===== config.mk =====
export PLATFORM = sky130hd
export DESIGN_NAME = intrusion_fire_alarm_controller_top
export DESIGN_NICKNAME = d
export VERILOG_FILES = /design/src/rtl/core/ifac_pkg.sv /design/src/rtl/core/intrusion_fire_alarm_controller_top.sv
export SDC_FILE = /design/constraint.sdc
export NUM_CORES = 1
export LEC_CHECK = 0
export BUFFER_PORTS_ARGS = -buffer_cell sky130_fd_sc_hd__buf_2
export CAP_MARGIN = 20
export CORE_ASPECT_RATIO = 0.7
export CORE_MARGIN = 10
export CORE_UTILIZATION = 30
export CTS_BUF_LIST = sky130_fd_sc_hd__clkbuf_8
export CTS_CLUSTER_SIZE = 14
export DETAILED_ROUTE_END_ITERATION = 10
export SYNTH_ARGS = -nofsm -noshare
export SYNTH_HDL_FRONTEND = slang
export SYNTH_SLANG_ARGS = --single-unit

===== constraint.sdc =====
create_clock -name clk_i -period 20.7 [get_ports clk_i]
set_clock_uncertainty 0.1 [all_clocks]
set_input_delay 4.14 -clock clk_i [delete_from_list [all_inputs] [get_ports clk_i]]
set_output_delay 4.14 -clock clk_i [all_outputs]
set_load 0.02 [all_outputs]

===== src/rtl/core/ifac_pkg.sv =====
// Package for the intrusion and fire alarm controller: types, codes and reset values.
package ifac_pkg;

  typedef enum logic [1:0] {
    MODE_DISARMED = 2'd0,
    MODE_ARMED    = 2'd1,
    MODE_DOOR     = 2'd2,
    MODE_FIRE     = 2'd3
  } mode_e;

  typedef enum logic [1:0] {
    KIND_NONE   = 2'd0,
    KIND_ARM    = 2'd1,
    KIND_DISARM = 2'd2,
    KIND_RESET  = 2'd3
  } kind_e;

  localparam logic [1:0] TONE_SILENT = 2'd0;
  localparam logic [1:0] TONE_DOOR   = 2'd1;
  localparam logic [1:0] TONE_FIRE   = 2'd2;

  localparam int unsigned CfgIdxW = 3;
  localparam logic [CfgIdxW-1:0] REG_DOOR_ALARM = 3'd0;
  localparam logic [CfgIdxW-1:0] REG_DEBOUNCE   = 3'd1;
  localparam logic [CfgIdxW-1:0] REG_ALARM_MAX  = 3'd2;
  localparam logic [CfgIdxW-1:0] REG_FIRE_BEEP  = 3'd3;
  localparam logic [CfgIdxW-1:0] REG_DOOR_BEEP  = 3'd4;
  localparam logic [CfgIdxW-1:0] REG_BLINK      = 3'd5;

  localparam logic [15:0] DOOR_ALARM_RST = 16'd2000;
  localparam logic [15:0] DEBOUNCE_RST   = 16'd50;
  localparam logic [15:0] ALARM_MAX_RST  = 16'd30000;
  localparam logic [15:0] FIRE_BEEP_RST  = 16'd200;
  localparam logic [15:0] DOOR_BEEP_RST  = 16'd500;
  localparam logic [15:0] BLINK_RST      = 16'd300;

  localparam logic [15:0] TICK_MAX = 16'hFFFF;

  typedef struct packed {
    mode_e       mode;
    logic        door_is_open;
    logic [1:0]  tone_select;
    logic        led_red;
    logic        led_green;
    logic        led_blue;
    logic [15:0] intrusions;
    logic        arm_refused;
  } res_t;

  function automatic logic [15:0] sat_inc(input logic [15:0] v);
    sat_inc = (v == TICK_MAX) ? v : v + 16'd1;
  endfunction

endpackage


===== src/rtl/core/intrusion_fire_alarm_controller_top.sv =====
// Top level of the intrusion and fire alarm controller.
// One beat on the input channel is one time tick; every tick yields exactly one result beat.
// A tick is taken every clock cycle unless the buffer is full: the whole tick update (counters,
// command, door debounce, alarm timing, LEDs) is combinational logic from the state registers
// into a two-entry result buffer, so a result appears in the cycle after its tick and the input
// keeps flowing until two results wait downstream. The input stalls only when both buffer
// entries are full. Configuration writes are always taken (ready tied high) and should be
// issued while idle; indexes beyond five are ignored.
module intrusion_fire_alarm_controller_top (
  input  logic                         clk_i,
  input  logic                         rst_ni,
  input  logic                         in_valid_i,
  output logic                         in_stall_o,
  input  logic [1:0]                   kind_i,
  input  logic                         door_sample_i,
  input  logic                         flame_sample_i,
  output logic                         out_valid_o,
  input  logic                         out_stall_i,
  output logic [1:0]                   mode_o,
  output logic                         door_is_open_o,
  output logic [1:0]                   tone_select_o,
  output logic                         led_red_o,
  output logic                         led_green_o,
  output logic                         led_blue_o,
  output logic [15:0]                  intrusions_o,
  output logic                         arm_refused_o,
  input  logic                         cfg_valid_i,
  output logic                         cfg_ready_o,
  input  logic [ifac_pkg::CfgIdxW-1:0] cfg_index_i,
  input  logic [15:0]                  cfg_data_i
);
  import ifac_pkg::*;

  // configuration
  logic [15:0] door_alarm_q, debounce_q, alarm_max_q, fire_beep_q, door_beep_q, blink_q;

  // tick state
  mode_e       mode_q, mode_d;
  logic        door_q, door_d;
  logic        prev_q, prev_d;
  logic [15:0] stable_q, stable_d;
  logic [15:0] open_q, open_d;
  logic [15:0] alarm_q, alarm_d;
  logic [15:0] beep_q, beep_d;
  logic        buzz_q, buzz_d;
  logic [15:0] blinkc_q, blinkc_d;
  logic        blph_q, blph_d;
  logic [15:0] intr_q, intr_d;
  logic        refused_d;

  // result buffer
  res_t        res_d;
  res_t        buf_q [2];
  logic        wr_ptr_q, rd_ptr_q;
  logic [1:0]  cnt_q;
  logic        in_acc, out_acc;

  assign cfg_ready_o = 1'b1;
  assign in_stall_o  = (cnt_q == 2'd2);
  assign in_acc      = in_valid_i & ~in_stall_o;
  assign out_valid_o = (cnt_q != 2'd0);
  assign out_acc     = out_valid_o & ~out_stall_i;

  always_ff @(posedge clk_i or negedge rst_ni) begin
    if (!rst_ni) begin
      door_alarm_q <= DOOR_ALARM_RST;
      debounce_q   <= DEBOUNCE_RST;
      alarm_max_q  <= ALARM_MAX_RST;
      fire_beep_q  <= FIRE_BEEP_RST;
      door_beep_q  <= DOOR_BEEP_RST;
      blink_q      <= BLINK_RST;
    end else if (cfg_valid_i && cfg_ready_o) begin
      unique case (cfg_index_i)
        REG_DOOR_ALARM: door_alarm_q <= cfg_data_i;
        REG_DEBOUNCE:   debounce_q   <= cfg_data_i;
        REG_ALARM_MAX:  alarm_max_q  <= cfg_data_i;
        REG_FIRE_BEEP:  fire_beep_q  <= cfg_data_i;
        REG_DOOR_BEEP:  door_beep_q  <= cfg_data_i;
        REG_BLINK:      blink_q      <= cfg_data_i;
        default: ;
      endcase
    end
  end

  // one tick of the controller
  always_comb begin
    logic [15:0] iv;
    iv        = door_beep_q;
    refused_d = 1'b0;
    mode_d    = mode_q;
    door_d    = door_q;
    buzz_d    = buzz_q;
    blph_d    = blph_q;
    intr_d    = intr_q;
    stable_d  = sat_inc(stable_q);
    open_d    = sat_inc(open_q);
    alarm_d   = sat_inc(alarm_q);
    beep_d    = sat_inc(beep_q);
    blinkc_d  = sat_inc(blinkc_q);
    prev_d    = door_sample_i;

    unique case (kind_e'(kind_i))
      KIND_ARM: begin
        if (mode_d == MODE_DISARMED) begin
          mode_d = MODE_ARMED;
          door_d = 1'b0;
        end else begin
          refused_d = 1'b1;
        end
      end
      KIND_DISARM, KIND_RESET: begin
        door_d = 1'b0;
        buzz_d = 1'b0;
        blph_d = 1'b0;
        mode_d = MODE_DISARMED;
        if (kind_e'(kind_i) == KIND_RESET) intr_d = '0;
      end
      KIND_NONE: ;
    endcase

    if (flame_sample_i && mode_d == MODE_ARMED) begin
      mode_d  = MODE_FIRE;
      alarm_d = '0;
    end

    if (mode_d == MODE_ARMED) begin
      if (door_sample_i != prev_q) stable_d = '0;
      if (stable_d > debounce_q) begin
        if (door_sample_i && !door_d) begin
          door_d = 1'b1;
          open_d = '0;
        end else if (!door_sample_i && door_d) begin
          door_d = 1'b0;
        end
      end
      if (door_d && open_d > door_alarm_q) begin
        mode_d  = MODE_DOOR;
        alarm_d = '0;
        intr_d  = sat_inc(intr_d);
      end
    end else begin
      door_d = door_sample_i;
    end

    if (mode_d == MODE_DOOR || mode_d == MODE_FIRE) begin
      iv = (mode_d == MODE_FIRE) ? fire_beep_q : door_beep_q;
      if (beep_d > iv) begin
        buzz_d = ~buzz_d;
        beep_d = '0;
      end
      if (alarm_d > alarm_max_q) begin
        door_d = 1'b0;
        buzz_d = 1'b0;
        blph_d = 1'b0;
        mode_d = MODE_DISARMED;
      end
    end

    if ((mode_d == MODE_DOOR || mode_d == MODE_FIRE) && blinkc_d > blink_q) begin
      blph_d   = ~blph_d;
      blinkc_d = '0;
    end
  end

  // result beat, derived from the next state
  always_comb begin
    res_d.mode         = mode_d;
    res_d.door_is_open = door_d;
    res_d.intrusions   = intr_d;
    res_d.arm_refused  = refused_d;
    res_d.tone_select  = TONE_SILENT;
    unique case (mode_d)
      MODE_DISARMED: begin
        res_d.led_red   = 1'b1;
        res_d.led_green = 1'b1;
        res_d.led_blue  = 1'b0;
      end
      MODE_ARMED: begin
        res_d.led_red   = 1'b0;
        res_d.led_green = ~door_d;
        res_d.led_blue  = door_d;
      end
      MODE_DOOR, MODE_FIRE: begin
        res_d.led_red   = blph_d;
        res_d.led_green = 1'b0;
        res_d.led_blue  = 1'b0;
        if (buzz_d) res_d.tone_select = (mode_d == MODE_FIRE) ? TONE_FIRE : TONE_DOOR;
      end
    endcase
  end

  always_ff @(posedge clk_i or negedge rst_ni) begin
    if (!rst_ni) begin
      mode_q   <= MODE_DISARMED;
      door_q   <= 1'b0;
      prev_q   <= 1'b0;
      stable_q <= '0;
      open_q   <= '0;
      alarm_q  <= '0;
      beep_q   <= '0;
      buzz_q   <= 1'b0;
      blinkc_q <= '0;
      blph_q   <= 1'b0;
      intr_q   <= '0;
    end else if (in_acc) begin
      mode_q   <= mode_d;
      door_q   <= door_d;
      prev_q   <= prev_d;
      stable_q <= stable_d;
      open_q   <= open_d;
      alarm_q  <= alarm_d;
      beep_q   <= beep_d;
      buzz_q   <= buzz_d;
      blinkc_q <= blinkc_d;
      blph_q   <= blph_d;
      intr_q   <= intr_d;
    end
  end

  // two-entry result buffer
  always_ff @(posedge clk_i or negedge rst_ni) begin
    if (!rst_ni) begin
      wr_ptr_q <= 1'b0;
      rd_ptr_q <= 1'b0;
      cnt_q    <= 2'd0;
    end else begin
      if (in_acc)  wr_ptr_q <= ~wr_ptr_q;
      if (out_acc) rd_ptr_q <= ~rd_ptr_q;
      if (in_acc && !out_acc)      cnt_q <= cnt_q + 2'd1;
      else if (!in_acc && out_acc) cnt_q <= cnt_q - 2'd1;
    end
  end

  always_ff @(posedge clk_i) begin
    if (in_acc) buf_q[wr_ptr_q] <= res_d;
  end

  assign mode_o         = buf_q[rd_ptr_q].mode;
  assign door_is_open_o = buf_q[rd_ptr_q].door_is_open;
  assign tone_select_o  = buf_q[rd_ptr_q].tone_select;
  assign led_red_o      = buf_q[rd_ptr_q].led_red;
  assign led_green_o    = buf_q[rd_ptr_q].led_green;
  assign led_blue_o     = buf_q[rd_ptr_q].led_blue;
  assign intrusions_o   = buf_q[rd_ptr_q].intrusions;
  assign arm_refused_o  = buf_q[rd_ptr_q].arm_refused;

`ifndef SYNTHESIS
  a_cnt_range: assert property (@(posedge clk_i) disable iff (!rst_ni)
    cnt_q != 2'd3)
    else $error("result buffer count out of range");

  a_ptr_fill: assert property (@(posedge clk_i) disable iff (!rst_ni)
    (cnt_q == 2'd1) |-> (wr_ptr_q != rd_ptr_q))
    else $error("buffer pointers disagree with count");

  a_phase_idle: assert property (@(posedge clk_i) disable iff (!rst_ni)
    (mode_q == MODE_DISARMED || mode_q == MODE_ARMED) |-> (!buzz_q && !blph_q))
    else $error("buzzer or blink phase set outside an alarm");

  a_intr_sat: assert property (@(posedge clk_i) disable iff (!rst_ni)
    (intr_q == TICK_MAX && in_acc && kind_i != KIND_RESET) |=> (intr_q == TICK_MAX))
    else $error("intrusion count wrapped");

  a_refused_mode: assert property (@(posedge clk_i) disable iff (!rst_ni)
    (in_acc && kind_i == KIND_ARM && mode_q == MODE_DISARMED) |=>
      !buf_q[$past(wr_ptr_q)].arm_refused)
    else $error("arm refused while disarmed");
`endif

endmodule


# == After elaboration in Yosys (flattened, before gate mapping) ==
# Memories as Yosys holds them, arrays and structs flattened.
# Index checks and enable logic that the tools add are counted.
# classes
addsub,8
n_lt_le_gt_ge,5
eq_ne,23
n_mux,58
bitwise,9
reduce_logical,26
# op_table
operator,n
$mux W16,24
$add A16 B1 Y16 const B,6
$eq A16 B16 Y1 const B,6
$gt A16 B16 Y1,5
$mux W2,11
$mux W1,20
$eq A2 B2 Y1 const B,7
$reduce_and A2 Y1,6
$pmux W3 S3,1
$eq A2 B1 Y1 const B,4
$logic_and A1 B1 Y1,7
$not A1 Y1,7
$eq A3 B2 Y1 const B,2
$eq A3 B3 Y1 const B,2
$logic_not A1 Y1,4
$logic_not A2 Y1,2
$pmux W2 S2,1
$reduce_bool A2 Y1,2
$reduce_or A2 Y1,2
$eq A3 B1 Y1 const B,1
$logic_not A3 Y1,1
$add A2 B1 Y2 const B,1
$and A1 B1 Y1,2
$logic_or A1 B1 Y1,2
3 further kinds,3
# word_totals
reg_bits,202
ram_bits,50
inputBits,28
out_inout_bits,28
elab_cells,150
n_memories,1
# mem_list
memory,words,width,read_ports,rd_clocked_by_memory_dff,wr,line_no,source
buf_q,2,25,1,0,1,intrusion_fire_alarm_controller_top.sv:53,res_t buf_q [2];

# == Logic depth before layout (Yosys ltp) ==
# Gate-level depths: netlist of run 1.
# depth
depth_word,23
ltp_mapped,37
ltp_nobuf,31

# == Worst setup path after synthesis of run 1 ==
# Ideal clock, no wire load.
# synth_path
path_kind,input-to-reg
start,input door_sample_i
end,register blinkc_q[0]
setup_time_ps,132
arrival_time_ps,10742
required_time_ps,20468
setup_slack_ps,9726
path_stages,32
n_path_buf,7
path_cell_list,xor2_1 > clkbuf_1 > nor2_1 > ha_1 > nand4_2 > nor4_2 > a21boi_2 > o311a_1 > clkbuf_1 > clkbuf_1 > nor2_1 > ha_1 > a21oi_1 > nand3_1 > a221o_1 > o31ai_2 > nor2_1 > o2bb2ai_1 > clkbuf_1 > buf_1 > nor2_1 > ha_1 > a21o_1 > nand3_1 > a21oi_1 > a2111oi_0 > a22o_1 > clkbuf_1 > nand2_1 > nor3_2 > clkbuf_1 > nor2_1
# synth_via
elab_chain_len,17
word_cells_on_any_way,31
classes_between,order compare: 3; eq/ne: 5; mux: 16; reduce/logical: 7
# synth_lines
element,line_no,source
start: declaration,intrusion_fire_alarm_controller_top.sv:15,"input logic door_sample_i,"
$ne A1 B1 Y1,intrusion_fire_alarm_controller_top.sv:127,if (door_sample_i != prev_q) stable_d = '0;
$mux W16,intrusion_fire_alarm_controller_top.sv:127,
$mux W16,intrusion_fire_alarm_controller_top.sv:126,if (mode_d == MODE_ARMED) begin
$gt A16 B16 Y1,intrusion_fire_alarm_controller_top.sv:128,if (stable_d > debounce_q) begin
$mux W16,intrusion_fire_alarm_controller_top.sv:128,
$mux W16,intrusion_fire_alarm_controller_top.sv:126,
$gt A16 B16 Y1,intrusion_fire_alarm_controller_top.sv:136,if (door_d && open_d > door_alarm_q) begin
$logic_and A1 B1 Y1 *,intrusion_fire_alarm_controller_top.sv:136,
(+2 left out),-,
net alarm_d[9],intrusion_fire_alarm_controller_top.sv:43,"logic [15:0] alarm_q, alarm_d;"
$gt A16 B16 Y1 *,intrusion_fire_alarm_controller_top.sv:151,if (alarm_d > alarm_max_q) begin
$mux W2 *,intrusion_fire_alarm_controller_top.sv:151,
$mux W2 *,intrusion_fire_alarm_controller_top.sv:145,if (mode_d == MODE_DOOR || mode_d == MODE_FIRE) begin
$eq A2 B2 Y1,intrusion_fire_alarm_controller_top.sv:159,if ((mode_d == MODE_DOOR || mode_d == MODE_FIRE) && blinkc_d > blink_q) begin
$logic_or A1 B1 Y1 *,intrusion_fire_alarm_controller_top.sv:159,
$logic_and A1 B1 Y1 *,intrusion_fire_alarm_controller_top.sv:159,
$mux W16 *,intrusion_fire_alarm_controller_top.sv:159,
end signal: assignment,intrusion_fire_alarm_controller_top.sv:214,blinkc_q <= blinkc_d;
end: declaration,intrusion_fire_alarm_controller_top.sv:46,"logic [15:0] blinkc_q, blinkc_d;"
# Mark *: on every way through the listed nets, which the timed path passes. The rest lies on a longest branch. The select of a mux whose other input is x is not followed.
# A chain may end at the register's enable or synchronous reset.

# == Worst setup path after layout of run 1 ==
# layout_path
start,input door_sample_i
end,register blinkc_q[2]
# Same word-level chain as after synthesis.

==> results of run 1 <==
## through the flow
step                std cells  utilization
finish                   2296        0.346
global route             2296        0.346
CTS                      2292        0.345
detailed placement       2208        0.326
global placement         2205        0.325
floorplan                1552            -
## layer usage
metal / track usage / wire, um / vias to the layer above
li1: - / - / 5608
met1: 0.182 / 18900 / 5627
met2: 0.195 / 16500 / 255
met3: 0.0231 / 1720 / 60
met4: 0.0366 / 856 / 0
met5: 0 / 0 / -
## tightest hold or removal path, stage by stage (launching register included)
cell and delay, ps:
dfrtp_1 350, nand2_1 50, o31ai_1 60
## cell families (layout without fill, tap and decap cells)
kind of cell / after synthesis / count (layout)
and+or+nand+nor: 575 / 575
other: 1 / 2
xor gates and xnor gates: 90 / 90
adders and majority gates: 87 / 87
muxes: 102 / 102
buffers and inverters: 151 / 239
DFF: 252 / 252
AOI/OAI and AO/OA: 294 / 294
## final cells by class
type / count / share of cell area
Sequential cell: 252 / 0.395
Multi-Input combinational cell: 1149 / 0.454
Clock inverter: 28 / 0.00908
Inverter: 84 / 0.0189
Clock buffer: 56 / 0.0462
Timing Repair Buffer: 71 / 0.0267
Tap cell: 655 / 0.0492
Antenna cell: 1 / 0.000150
## cells in the final DEF, fill, tap and decap left out, drive strengths merged, types with 40 or more instances in the layout
| cell type | n |
|---|---|
| mux2 | 82 |
| clkbuf | 57 |
| nand3 | 54 |
| dfrtp | 173 |
| buf | 70 |
| o21ai | 118 |
| inv | 103 |
| nand2 | 196 |
| nor2 | 142 |
| nand4 | 40 |
| ha | 87 |
| xnor2 | 54 |
| a21oi | 85 |
| edfxtp | 50 |
## power groups by stage
| stage | registers, mW | logic, mW | clock network (mW) |
|---|---|---|---|
| final | 0.691 | 0.554 | 0.473 |
| after global routing | 0.705 | 0.627 | 0.512 |
| after CTS | 0.698 | 0.547 | 0.488 |
| after detailed placement | 0.706 | 0.544 | 0 |
| after global placement | 0.701 | 0.521 | 0 |
| after floorplan | 0.673 | 0.403 | 0 |
## worst paths after layout
| check | startpoint | end | cells past startpoint |
|---|---|---|---|
| worst min-delay path | door_q$_DFFE_PN0P_ | door_q$_DFFE_PN0P_ | 2 |
| worst max-delay path | door_sample_i | blinkc_q[2]$_DFFE_PN0P_ | 29 |
| min in group asynchronous | rst_ni | door_alarm_q[1]$_DFFE_PN0P_ | 1 |
| max in group asynchronous | rst_ni | blink_q[6]$_DFFE_PN0P_ | 2 |
| worst min register to register | door_q$_DFFE_PN0P_ | door_q$_DFFE_PN0P_ | 2 |
| worst max register to register | stable_q[0]$_DFFE_PN0P_ | blinkc_q[2]$_DFFE_PN0P_ | 33 |
==> results.py, run 1 <==
metrics = {
    "die": {
        "die_x_um": 284,
        "start_util": 0.305,
        "die_area_um2": 58300,
        "core_area_um2": 48100,
        "die_h_um": 205,
        "rows": 67,
        "ios": 56,
    },
    "clock_tree": {
        "numCtsBuffers": 45,
        "cts_resized": 0,
        "clk_pin_slew_ps": 60,
        "h-tree-depth": 2,
        "cts_hold_buffers": 0,
        "clock_latency_ps": 590,
        "cts_tree": "built",
        "clk_path_buf_depth": 3,
        "root_buffer": "clkbuf_8",
        "cts_setup_buffers": 0,
        "cts_sinks": 252,
    },
    "synth": {
        "ys_types": 75,
        "synth_xor_area_frac": 0.0537,
        "syn_nets": 1667,
        "yosys.area.top_type": "dfrtp_1",
        "yosysWarnings": 0,
        "synth_top_cell_area_share": 0.295,
        "synth_fa_ha_area_frac": 0.0741,
        "synthSimpleGateAreaFrac": 0.188,
        "synth-seq-cells": 252,
        "yosys_most_used_dff": "dfrtp_1",
        "synth_commonest_cells": "nand2_1, dfrtp_1, nor2_1",
        "syn_area_per_cell_um2": 9.46,
        "synth_top_family_by_area": "simple AND/OR/NAND/NOR gates",
        "ys_top_cells_by_area": "dfrtp_1, edfxtp_1, ha_1",
        "synthMuxAreaShare": 0.0770,
        "synth_compound_area_frac": 0.119,
        "synthCells": 1552,
        "synth_edf_count": 50,
        "yosysSeqAreaShare": 0.449,
        "synth-async-reset-ratio": 0.802,
        "syn_area_um2": 14700,
        "yosys.cell_count.top_type": "nand2_1",
    },
    "power_and_ir_drop": {
        "p_int_mw": 1.10,
        "powerDensity_nw_per_um2": 103,
        "p_total_mw": 1.72,
        "seqPwrFrac": 0.402,
        "power_switching_mw": 0.620,
        "vdd_drop_max_v": 0.0000609,
        "swShare": 0.361,
        "combPwrFrac": 0.323,
        "p_leak_nw": 7.10,
        "clockPowerShare": 0.275,
    },
    "detailed_routing": {
        "viasPerCell": 5.03,
        "drt-pass1-iter-count": 5,
        "wl_per_cell_um": 16.5,
        "vias": 11550,
        "ant_nets": 0,
        "finalWirelength_um": 38000,
        "initialDrtViolationCount": 890,
        "drc": 0,
    },
    "place": {
        "place_ws_ps": 9140,
        "dpl-instance-area_um2": 15700,
        "port_buffers": 54,
        "gp_congestion": 0.829,
        "dp_hpwl_um": 26700,
    },
    "finish": {
        "largest_register": "buf_q",
        "nFillCells": 4879,
        "post-route-cell-area_um2": 16700,
        "multi_input_area_um2": 7570,
        "drive_above_1_share": 0.165,
        "syn2layout_area_growth_pct": 13.5,
        "fin_nets": 1718,
        "seq_area_um2": 6590,
        "largest_reg_flops": 50,
    },
    "setup_path": {
        "cp.arrival_ps": 11260,
        "path_buf_inv": 4,
        "cpLargestDelayFamily": "compound AO/OA/AOI/OAI gates",
        "startpoint_type": "primary input",
        "reg2reg_slack_ps": 11900,
        "slowest_stage": "o311a_1",
        "crit_path_end_kind": "register",
        "cp.required_ps": 21070,
        "cpMostUsedCell": "nor2_1",
        "cp_max_fo": 24,
        "crit_type": "in -> reg",
        "critPathMaxStageDelay_ps": 590,
    },
    "sta": {
        "rsz0062_at_grt": "no",
        "setup_viol": 0,
        "timing.setup.tns_ps": 0,
        "tightestPinTransition_ps": 964,
        "hold_viol": 0,
        "fin_ws_ps": 9810,
        "whs_ps": 387,
        "min_period_ps": 10890,
        "timing.fmax_ghz": 0.0918,
        "post-route-period-util": 0.526,
        "drv_slew": 0,
        "relSlewSlack": 0.358,
    },
    "worst_hold_path": {
        "hold_class": "reg -> reg",
    },
    "grt": {
        "gr-total-overflow": 0,
        "grt_max_degree": 76,
        "grt_pass1_wl_um": 61000,
        "antenna_found_initial": 1,
        "grt_usage": 0.128,
        "grt_pass1_vias": 11182,
    },
    "flow_run": {
        "cap_violations": 0,
    },
    "run_status": {
        "status": "complete, no violations",
    },
}
Power figures use the tool's default switching activity.
==> run 2, diff against run 1 <==
--- a/config.mk
+++ b/config.mk
@@ -5,6 +5,7 @@
 export SDC_FILE = /design/constraint.sdc
 export NUM_CORES = 1
 export LEC_CHECK = 0
+export ABC_AREA = 1
 export BUFFER_PORTS_ARGS = -buffer_cell sky130_fd_sc_hd__buf_2
 export CAP_MARGIN = 20
 export CORE_ASPECT_RATIO = 0.7
==> constraint.sdc (replaced) <==
create_clock -name clk_i -period 11.2 [get_ports clk_i]
set_clock_uncertainty 0.1 [all_clocks]
set_input_delay 2.24 -clock clk_i [delete_from_list [all_inputs] [get_ports clk_i]]
set_output_delay 2.24 -clock clk_i [all_outputs]
set_load 0.02 [all_outputs]
==> run 2 against run 1 <==
Net effect: global-route usage rose by 0.13 points; cell area fell by 1.4%; total power rose by 110%; register-to-register slack got worse by 8700 ps; die area fell by 0.27%; hold slack got worse by 7.2 ps; sequential power rose by 98%; first-iteration DRC count rose by 12%; wire length fell by 1.2%; clock power rose by 78%; final cell count rose by 12%; critical path type unchanged; worst setup slack got worse by 6900 ps.
==> results.py, run 2 <==
metrics = {
    "setup_path": {
        "reg2reg_slack_ps": 3220,
        "cp.required_ps": 11530,
        "cp_max_fo": 17,
        "critPathMaxStageDelay_ps": 800,
        "cpMostUsedCell": "nand2_1",
        "startpoint_type": "primary input",
        "slowest_stage": "nand3_1",
        "crit_type": "in -> reg",
        "cp.arrival_ps": 8570,
        "crit_path_end_kind": "register",
    },
    "sta": {
        "timing.setup.tns_ps": 0,
        "drv_slew": 0,
        "setup_viol": 0,
        "hold_viol": 0,
        "whs_ps": 380,
        "min_period_ps": 8250,
        "tightestPinTransition_ps": 1090,
        "rsz0062_at_grt": "no",
        "post-route-period-util": 0.737,
        "timing.fmax_ghz": 0.121,
        "relSlewSlack": 0.275,
    },
    "power_and_ir_drop": {
        "p_total_mw": 3.58,
        "vdd_drop_max_v": 0.000112,
        "p_leak_nw": 7.92,
        "powerDensity_nw_per_um2": 218,
    },
    "die": {
        "core_area_um2": 48000,
        "ios": 56,
        "die_x_um": 284,
        "rows": 67,
        "die_area_um2": 58200,
        "start_util": 0.305,
        "die_h_um": 205,
    },
    "synth": {
        "yosysWarnings": 0,
        "synth_top_cell_area_share": 0.296,
        "yosys_most_used_dff": "dfrtp_1",
        "synth-async-reset-ratio": 0.802,
        "synth-seq-cells": 252,
        "syn_area_per_cell_um2": 8.00,
        "yosys.area.top_type": "dfrtp_1",
        "yosysSeqAreaShare": 0.450,
        "yosys.cell_count.top_type": "nand2_1",
        "synthCells": 1830,
        "syn_area_um2": 14600,
        "ys_types": 55,
        "synth_edf_count": 50,
        "ys_top_cells_by_area": "dfrtp_1, nand2_1, edfxtp_1",
        "syn_nets": 1945,
        "synth_commonest_cells": "nand2_1, inv_1, dfrtp_1",
    },
    "detailed_routing": {
        "finalWirelength_um": 37500,
        "drt-pass1-iter-count": 5,
        "wl_per_cell_um": 14.6,
        "initialDrtViolationCount": 994,
        "vias": 12060,
        "drc": 0,
        "ant_nets": 0,
        "viasPerCell": 4.69,
    },
    "clock_tree": {
        "cts_setup_buffers": 0,
        "root_buffer": "clkbuf_8",
        "clk_path_buf_depth": 3,
        "clk_pin_slew_ps": 70,
        "cts_sinks": 252,
        "h-tree-depth": 2,
        "cts_hold_buffers": 0,
        "cts_resized": 0,
        "numCtsBuffers": 43,
        "clock_latency_ps": 580,
        "cts_tree": "built",
    },
    "place": {
        "dpl-instance-area_um2": 15600,
        "dp_hpwl_um": 27000,
        "port_buffers": 54,
        "gp_congestion": 0.880,
    },
    "grt": {
        "grt_util_met1": 0.178,
        "grt_usage": 0.129,
        "gr-total-overflow": 0,
        "grt_pass1_vias": 11904,
        "globalRouteMet3Util": 0.0256,
        "met2_usage": 0.206,
        "antenna_found_initial": 3,
        "grt_busiest_layer": "met2",
        "grt_pass1_wl_um": 62400,
        "grt_max_degree": 92,
    },
    "finish": {
        "largest_register": "buf_q",
        "syn2layout_area_growth_pct": 12.3,
        "nFillCells": 4949,
        "fin_nets": 1998,
        "final_common_cell": "nand2_1",
        "layout_common_cells": "nand2_1, inv_1, dfrtp_1",
        "n_antenna_cell": 0,
        "post-route-cell-area_um2": 16400,
        "drive_above_1_share": 0.113,
        "largest_reg_flops": 50,
    },
    "worst_hold_path": {
        "hold_class": "reg -> reg",
    },
    "flow_run": {
        "cap_violations": 0,
    },
    "run_status": {
        "status": "complete, no violations",
    },
}
run 2: cell type report:
cell class,instances,area (um^2),area share
inverter,270,1020,0.0619
clock buffer,53,729,0.0444
tap,655,820,0.0498
timing repair buffer,62,357,0.0217
multi-input combinational,1254,6800,0.414
clock inverter,24,128,0.00776
sequential,252,6590,0.401
run 2: where the power goes:
part / total (mW) / switching [mW] / internal (mW) / leakage, nW
clock network: 0.842 / 0.393 / 0.449 / 0.500
logic: 1.37 / 0.897 / 0.470 / 4.37
registers: 1.37 / 0.166 / 1.21 / 3.04
run 2: logic make-up after synthesis:
logic type,count (synthesis),share of synthesized area
simple gates,805,0.240
other cells,1,0.000256
buf+inv,324,0.0862
fa+ha+maj,87,0.0744
xor+xnor,48,0.0292
compound gates,298,0.109
mux,15,0.0103
flops,252,0.450
run 2: path summary, 6_finish.rpt:
kind,startpoint,endpoint,cells after the start
max,door_sample_i,beep_q[5]$_DFFE_PN0P_,37
min,intr_q[9]$_DFFE_PN0P_,intr_q[9]$_DFFE_PN0P_,2
max reg2reg,stable_q[0]$_DFFE_PN0P_,beep_q[5]$_DFFE_PN0P_,40
min reg2reg,intr_q[9]$_DFFE_PN0P_,intr_q[9]$_DFFE_PN0P_,2
max in group asynchronous,rst_ni,blinkc_q[14]$_DFFE_PN0P_,3
min in group asynchronous,rst_ni,stable_q[3]$_DFFE_PN0P_,1
run 2: critical path, delay by kind of cell:
family,cells,cell delay [ps]
adders and majority gates,3,660
buffers and inverters,4,440
and+or+nand+nor,22,3830
AOI/OAI and AO/OA,6,680
xor gates and xnor gates,1,180
muxes,1,540
run 2: layer usage:
| metal | share of wire | vias up |
|---|---|---|
| met5 | 0 | - |
| met3 | 0.066 | 57 |
| met4 | 0.019 | 0 |
| met1 | 0.48 | 5627 |
| met2 | 0.44 | 295 |
| li1 | - | 6081 |
run 2: stage by stage:
stage          cells   util  setup slack (ps)
6_report        2570  0.342              2950
5_1_grt         2570  0.342              2220
3_3_place_gp    2491  0.324              2550
3_5_place_dp    2491  0.324              2360
2_1_floorplan   1830      -              3960
4_1_cts         2568  0.342              3000
